### config.mk
export PLATFORM = sky130hd
export DESIGN_NAME = rtc_seconds_slew_corrector_unit
export DESIGN_NICKNAME = d
export VERILOG_FILES = /design/src/design/rscu_pkg.sv /design/src/design/rtc_seconds_slew_corrector_unit.sv /design/src/design/rscu_step.sv
export SDC_FILE = /design/constraint.sdc
export NUM_CORES = 1
export LEC_CHECK = 0
export BUFFER_PORTS_ARGS = -buffer_cell sky130_fd_sc_hd__clkbuf_2
export CORE_MARGIN = 8
export CORE_UTILIZATION = 60
export DETAILED_ROUTE_END_ITERATION = 10
export GPL_TIMING_DRIVEN = 1
export PLACE_DENSITY_LB_ADDON = 0.25
export SKIP_CTS_REPAIR_TIMING = 1
export SYNTH_ARGS = -nofsm -noshare
export SYNTH_HDL_FRONTEND = slang
export SYNTH_SLANG_ARGS = --single-unit
export TNS_END_PERCENT = 20
### constraint.sdc
create_clock -name clk -period 7.6 [get_ports clk]
set_input_delay 0 -clock clk [delete_from_list [all_inputs] [get_ports clk]]
set_output_delay 0 -clock clk [all_outputs]
set_load 0.1 [all_outputs]
### src/design/rscu_pkg.sv
`default_nettype none

package rscu_pkg;

  // item codes
  localparam logic OP_TICK = 1'b0;
  localparam logic OP_SET  = 1'b1;

  // largest difference that is slewed instead of jumped
  localparam int unsigned SLEW_LIMIT = 127;

  localparam int unsigned SECS_W = 32;

  typedef struct packed {
    logic              operation;
    logic [SECS_W-1:0] target_time;
  } in_t;

  typedef struct packed {
    logic [SECS_W-1:0] seconds_now;
    logic              slewing;
    logic signed [7:0] error_left;
  } out_t;

  typedef struct packed {
    logic signed [7:0] err;
    logic [7:0]        budget;
  } slew_t;

endpackage

`default_nettype wire

### src/design/rtc_seconds_slew_corrector_unit.sv
`default_nettype none

// Channel   Ports                          Payload
// input     in_valid / in_ready            in_data  (in_t: operation, target_time)
// result    out_valid / out_ready          out_data (out_t: seconds_now, slewing, error_left)
//
// One item per cycle sustained while the result is taken; an item's result is offered once
// it has passed the input register and then the result register.
// The counter and slew state are updated as an item moves into the result register.
// rst_n (synchronous) clears the counter, the slew state and both valid flags.
// A stalled result holds; the input register still takes an item while empty.

module rtc_seconds_slew_corrector_unit
  import rscu_pkg::*;
#(
  parameter int unsigned COUNTER_BITS = 32
) (
  input  wire  clk,
  input  wire  rst_n,
  input  wire  in_valid,
  output logic in_ready,
  input  in_t  in_data,
  output logic out_valid,
  input  wire  out_ready,
  output out_t out_data
);

  in_t                     in_r;
  logic                    in_valid_r;
  out_t                    out_r;
  logic                    out_valid_r;
  logic [COUNTER_BITS-1:0] cnt_r;
  logic [COUNTER_BITS-1:0] cnt_nxt;
  slew_t                   slew_r;
  slew_t                   slew_nxt;
  out_t                    result;
  logic                    fire;

  assign fire     = in_valid_r && (!out_valid_r || out_ready);
  assign in_ready = !in_valid_r || fire;

  rscu_step #(
    .CNT_W(COUNTER_BITS)
  ) u_step (
    .item  (in_r),
    .cnt_q (cnt_r),
    .slew_q(slew_r),
    .cnt_d (cnt_nxt),
    .slew_d(slew_nxt),
    .result(result)
  );

  always_ff @(posedge clk) begin
    if (!rst_n) begin
      in_valid_r  <= 1'b0;
      out_valid_r <= 1'b0;
      cnt_r       <= '0;
      slew_r      <= '0;
    end else begin
      if (in_ready) begin
        in_valid_r <= in_valid;
      end
      if (fire) begin
        out_valid_r <= 1'b1;
        cnt_r       <= cnt_nxt;
        slew_r      <= slew_nxt;
      end else if (out_ready) begin
        out_valid_r <= 1'b0;
      end
    end
  end

  always_ff @(posedge clk) begin
    if (in_valid && in_ready) begin
      in_r <= in_data;
    end
    if (fire) begin
      out_r <= result;
    end
  end

  assign out_valid = out_valid_r;
  assign out_data  = out_r;

  logic [7:0] err_abs;
  assign err_abs = slew_r.err[7] ? 8'(-slew_r.err) : 8'(slew_r.err);

  // the slew error can never reach -128
  assert property (@(posedge clk) disable iff (!rst_n)
    slew_r.err != -8'sd128)
    else $error("slew error reached -128");

  // budget equals twice the error or is one less than that
  assert property (@(posedge clk) disable iff (!rst_n)
    ({1'b0, slew_r.budget} <= {err_abs, 1'b0}) &&
    ({err_abs, 1'b0} <= {1'b0, slew_r.budget} + 9'd1))
    else $error("slew budget out of step with error");

  // a tick with no slew running advances the counter by one
  assert property (@(posedge clk) disable iff (!rst_n)
    (fire && (in_r.operation == OP_TICK) &&
     ((slew_r.err == 8'sd0) || (slew_r.budget == 8'd0)))
    |=> (cnt_r == $past(cnt_r) + COUNTER_BITS'(1)))
    else $error("plain tick did not advance counter by one");

endmodule

`default_nettype wire

### src/design/rscu_step.sv
`default_nettype none

module rscu_step
  import rscu_pkg::*;
#(
  parameter int unsigned CNT_W = 32
) (
  input  in_t              item,
  input  logic [CNT_W-1:0] cnt_q,
  input  slew_t            slew_q,
  output logic [CNT_W-1:0] cnt_d,
  output slew_t            slew_d,
  output out_t             result
);

  logic [CNT_W-1:0] tgt_ext;
  logic [CNT_W-1:0] diff;
  logic [CNT_W-1:0] neg_diff;
  logic             near_ahead;
  logic             near_behind;
  logic             slewing_q;
  logic [7:0]       err_mag;
  logic [8:0]       err_twice;
  logic             correct;
  logic [1:0]       step;

  assign tgt_ext  = CNT_W'(item.target_time);
  assign diff     = cnt_q - tgt_ext;
  assign neg_diff = tgt_ext - cnt_q;

  assign near_ahead  = diff <= CNT_W'(SLEW_LIMIT);
  assign near_behind = diff[CNT_W-1] && (neg_diff <= CNT_W'(SLEW_LIMIT));

  assign slewing_q = (slew_q.err != 8'sd0) && (slew_q.budget != 8'd0);
  assign err_mag   = slew_q.err[7] ? 8'(-slew_q.err) : 8'(slew_q.err);
  assign err_twice = {err_mag, 1'b0};
  assign correct   = slewing_q && ({1'b0, slew_q.budget} < err_twice);

  always_comb begin
    if (!correct) begin
      step = 2'd1;
    end else if (slew_q.err[7]) begin
      step = 2'd2;  // behind: skip a second
    end else begin
      step = 2'd0;  // ahead: hold
    end
  end

  always_comb begin
    cnt_d  = cnt_q;
    slew_d = slew_q;
    case (item.operation)
      OP_SET: begin
        if (near_ahead) begin
          slew_d.err    = $signed(diff[7:0]);
          slew_d.budget = {diff[6:0], 1'b0};
        end else if (near_behind) begin
          // low byte of the difference is already the negative error
          slew_d.err    = $signed(diff[7:0]);
          slew_d.budget = {neg_diff[6:0], 1'b0};
        end else begin
          cnt_d = tgt_ext;
        end
      end
      OP_TICK: begin
        cnt_d = cnt_q + CNT_W'(step);
        if (slewing_q) begin
          slew_d.budget = slew_q.budget - 8'd1;
          if (correct) begin
            slew_d.err = slew_q.err[7] ? slew_q.err + 8'sd1 : slew_q.err - 8'sd1;
          end
        end
      end
      default: begin
        cnt_d = cnt_q;
      end
    endcase
  end

  assign result.seconds_now = SECS_W'(cnt_d);
  assign result.slewing     = (slew_d.err != 8'sd0) && (slew_d.budget != 8'd0);
  assign result.error_left  = slew_d.err;

endmodule

`default_nettype wire

==> results.md <==
- Cell depth of the worst flop-to-flop path: 17
- Yosys warning total: 0
- CTS tree: yes
- Gate power share: 30.4%
- Met2 Use GR: 46.4%
- Average cell area after synthesis: 8.11 µm²
- Post-Syn Nets: 1,452
- Leak: 0.00477 µW
- Setup crit start kind: flip-flop
- Grt ovf: 0
- Busiest metal layer after global routing: met1
- Hold Path Class: in -> reg
- HPWL Detailed: 27.6 mm
- Die area: 22,500 µm²
- Core ar.: 17,800 µm²
- Initial antenna violation count: 0
- Clk pwr share: 35.2%
- Num rows: 49
- Critical Path AT: 5.91 ns
- IO Port Bufs: 79
- I/O pin total: 80
- Layout cells sized above 1: 10.5%
- Commonest non-fill, non-tap cells in the layout: nand2_1, a21oi_1, nor2_1
- First-pass GRT wire length: 57.0 mm
- Routability congestion estimate: 1.02
- CTS max path bufs: 2
- GR Util met1: 46.9%
- Synth Flop Type: edfxtp_1
- Maximum clock frequency: 0.174 GHz
- Starting Density: 60.5%
- Syn Inst Count: 1,331
- Root Driver: clkbuf_16
- Fin Clk Skew: 0.0225 ns
- Commonest non-fill, non-tap cell in the layout: nand2_1
- Fill cell count: 1,433
- Largest family of logic cells by synthesized area: compound AO/OA/AOI/OAI gates
- Pre-CTS WS: 2.00 ns
- TNS Setup: 0 ns
- RSZ-0062 raised after global routing: false
- Met3 Usage GRT: 7.27%
- Critical Path End: out_data[8]
- EDFF count, synth: 74
- Insertion delay to the later sink of the worst-skew pair: 0.43 ns
- Final period utilization: 75.6%
- R2r setup slk: 1.85 ns
- Max cap viols: 0
- Total power: 2320 µW
- Compound-Gate Fraction of Synth Area: 28.3%
- Power Density: 190 nW/µm²
- Status: complete, no violations
- Sw power: 875 µW
- CP startpoint: in_r[0]
- # setup viols final: 0
- H-Tree Depth: 4
- Die Y: 150 µm
- Final hold vios: 0
- DRC viols: 0
- CP Capture Type: flip-flop
- Kind of critical path: reg -> reg
- Cell Area, Synth: 10,800 µm²
- Setup WS post-layout: 1.85 ns
- Adder-cell share of the synthesized area: 10.0%
- Final min period: 5.75 ns
- # diodes: 0
- Reg clk slew, reported paths: 0.07 ns
- Area growth from synthesis to layout: 12.9%
- Worst-Margin Slew: 1.05 ns
- Sequential-to-total area share from yosys stat: 29.8%
- Post-Synth XOR/XNOR Area: 2.84%
- Crit Path Max Fanout: 12
- DR iter-0 viols: 1,374
- CTS Sinks: 124
- Number of synthesized register bits: 124
- Reg power frac: 34.4%
- Switching share of power: 37.7%
- Pint: 1440 µW
- Die span in x: 150 µm
- Maximum vdd drop: 0.270 mV
- TritonCTS buffer count: 17
- Post-route antenna net violation count: 0
- Routed WL: 37.8 mm
- Synth Area in Simple Gates: 21.5%
- Vias: 11,100
- FF-to-FF Start: in_r[0]
- Ys async rst share: 0%
- TritonRoute pass-1 iters: 6
- Nets: 1,534
- Avg Vias per Cell: 6.73
- Largest net degree at the start of global routing: 67
- Final Max Tran Viols: 0
- Rel. slew slack: 29.8%
- Gr usage total: 32.4%
- Drt wl/cell: 22.8 µm
- Required @ worst endpoint: 7.76 ns
- Critical R2R Capture: out_data[8]
- Mux cell area share after synthesis: 1.61%
- Vias in the first global route: 10,200
- Synth unique cells: 92
==> registers in the layout, indices dropped and copies added (netlist names) <==
signal      cells
in_r           33
out_data       41
in_valid_r      1
cnt_r          32
out_valid       1
slew_r         16
==> stage by stage <==
step | cell area (µm²) | hold slack, ns | util [%] | cells
2_1_floorplan | 10800 | 0.0989 | - | 1331
3_3_place_gp | 11300 | 0.177 | 63.1 | 1587
3_5_place_dp | 11300 | 0.179 | 63.1 | 1587
4_1_cts | 11800 | -0.270 | 66.3 | 1619
5_1_grt | 12200 | 0.287 | 68.4 | 1655
6_report | 12200 | 0.278 | 68.4 | 1655
==> power by group through the flow <==
stage / sequential, µW / combinational (µW) / clock [µW]
CTS: 794 / 666 / 819
finish: 797 / 704 / 817
global route: 800 / 752 / 847
floorplan: 885 / 416 / 0
global placement: 806 / 663 / 0
detailed placement: 808 / 660 / 0
==> synth_stat cells, drive strengths merged, types with 9 or more instances <==
cell type	n	area (µm²)
nand2	146	556
a21oi	126	638
nor2	97	364
o21ai	95	475
inv	94	353
ha	80	1000
edfxtp	74	2220
dfxtp	50	1000
nor3	38	190
a21boi	32	240
clkbuf	30	113
buf	29	168
nand4	29	181
nand3	28	140
a21o	27	203
xnor2	26	228
and2	23	144
a211oi	20	168
o21a	18	143
and3	15	93.8
nor2b	15	93.8
o22ai	15	100
or3	15	98.8
a31oi	14	87.6
mux2i	14	140
nor4	14	93.8
and4	13	114
a211o	11	96.3
a221oi	11	133
o211ai	10	80.1
xor2	9	78.8
==> critical path, stage by stage, from the launching register on <==
cell and delay [ns]:
edfxtp_1 0.41, inv_1 0.08, ha_1 0.20, inv_1 0.07, fa_1 0.41, a21o_1 0.21
a221o_1 0.46, a221oi_4 0.53, o21bai_1 0.16, xnor2_1 0.30, o2111ai_1 0.16, nor3_1 0.47
nand2_1 0.13, o22ai_2 0.46, and2_1 0.75, o2111ai_1 0.31, nor4b_4 0.33, a21oi_2 0.05
==> how the worst min path moves through the flow <==
stage                 from        to  slack (ns)  cells past startpoint
4_1_cts        in_data[19]  in_r[19]       -0.27                      1
6_report       in_data[19]  in_r[19]        0.28                      2
5_1_grt        in_data[27]  in_r[27]        0.29                      2
3_5_place_dp   in_data[19]  in_r[19]        0.18                      1
3_3_place_gp   in_data[29]  in_r[29]        0.18                      1
2_1_floorplan   in_data[0]   in_r[0]         0.1                      0
==> layout make-up <==
type | count | area, µm² | area share [%]
clock buffers | 17 | 425 | 3.49
clock inverters | 15 | 154 | 1.26
inverters | 94 | 353 | 2.89
multi-input cells | 1054 | 6950 | 57.0
flip-flops and latches | 124 | 3220 | 26.4
well taps | 229 | 287 | 2.35
repair buffers | 122 | 808 | 6.63
==> metal layers <==
layer  part of all wire [%]  wire length, µm
met4                    2.8             1080
met3                     12             4380
met1                     43            16300
met2                     42            16000
met5                      0                0
==> cells by family (layout without fill, tap and decap cells) <==
| logic type | after synthesis | in the layout |
|---|---|---|
| compound gates | 456 | 456 |
| xor+xnor | 35 | 35 |
| fa+ha+maj | 84 | 84 |
| buf+inv | 153 | 248 |
| flops | 124 | 124 |
| mux | 17 | 17 |
| simple gates | 462 | 462 |
Power figures use the tool's default switching activity.
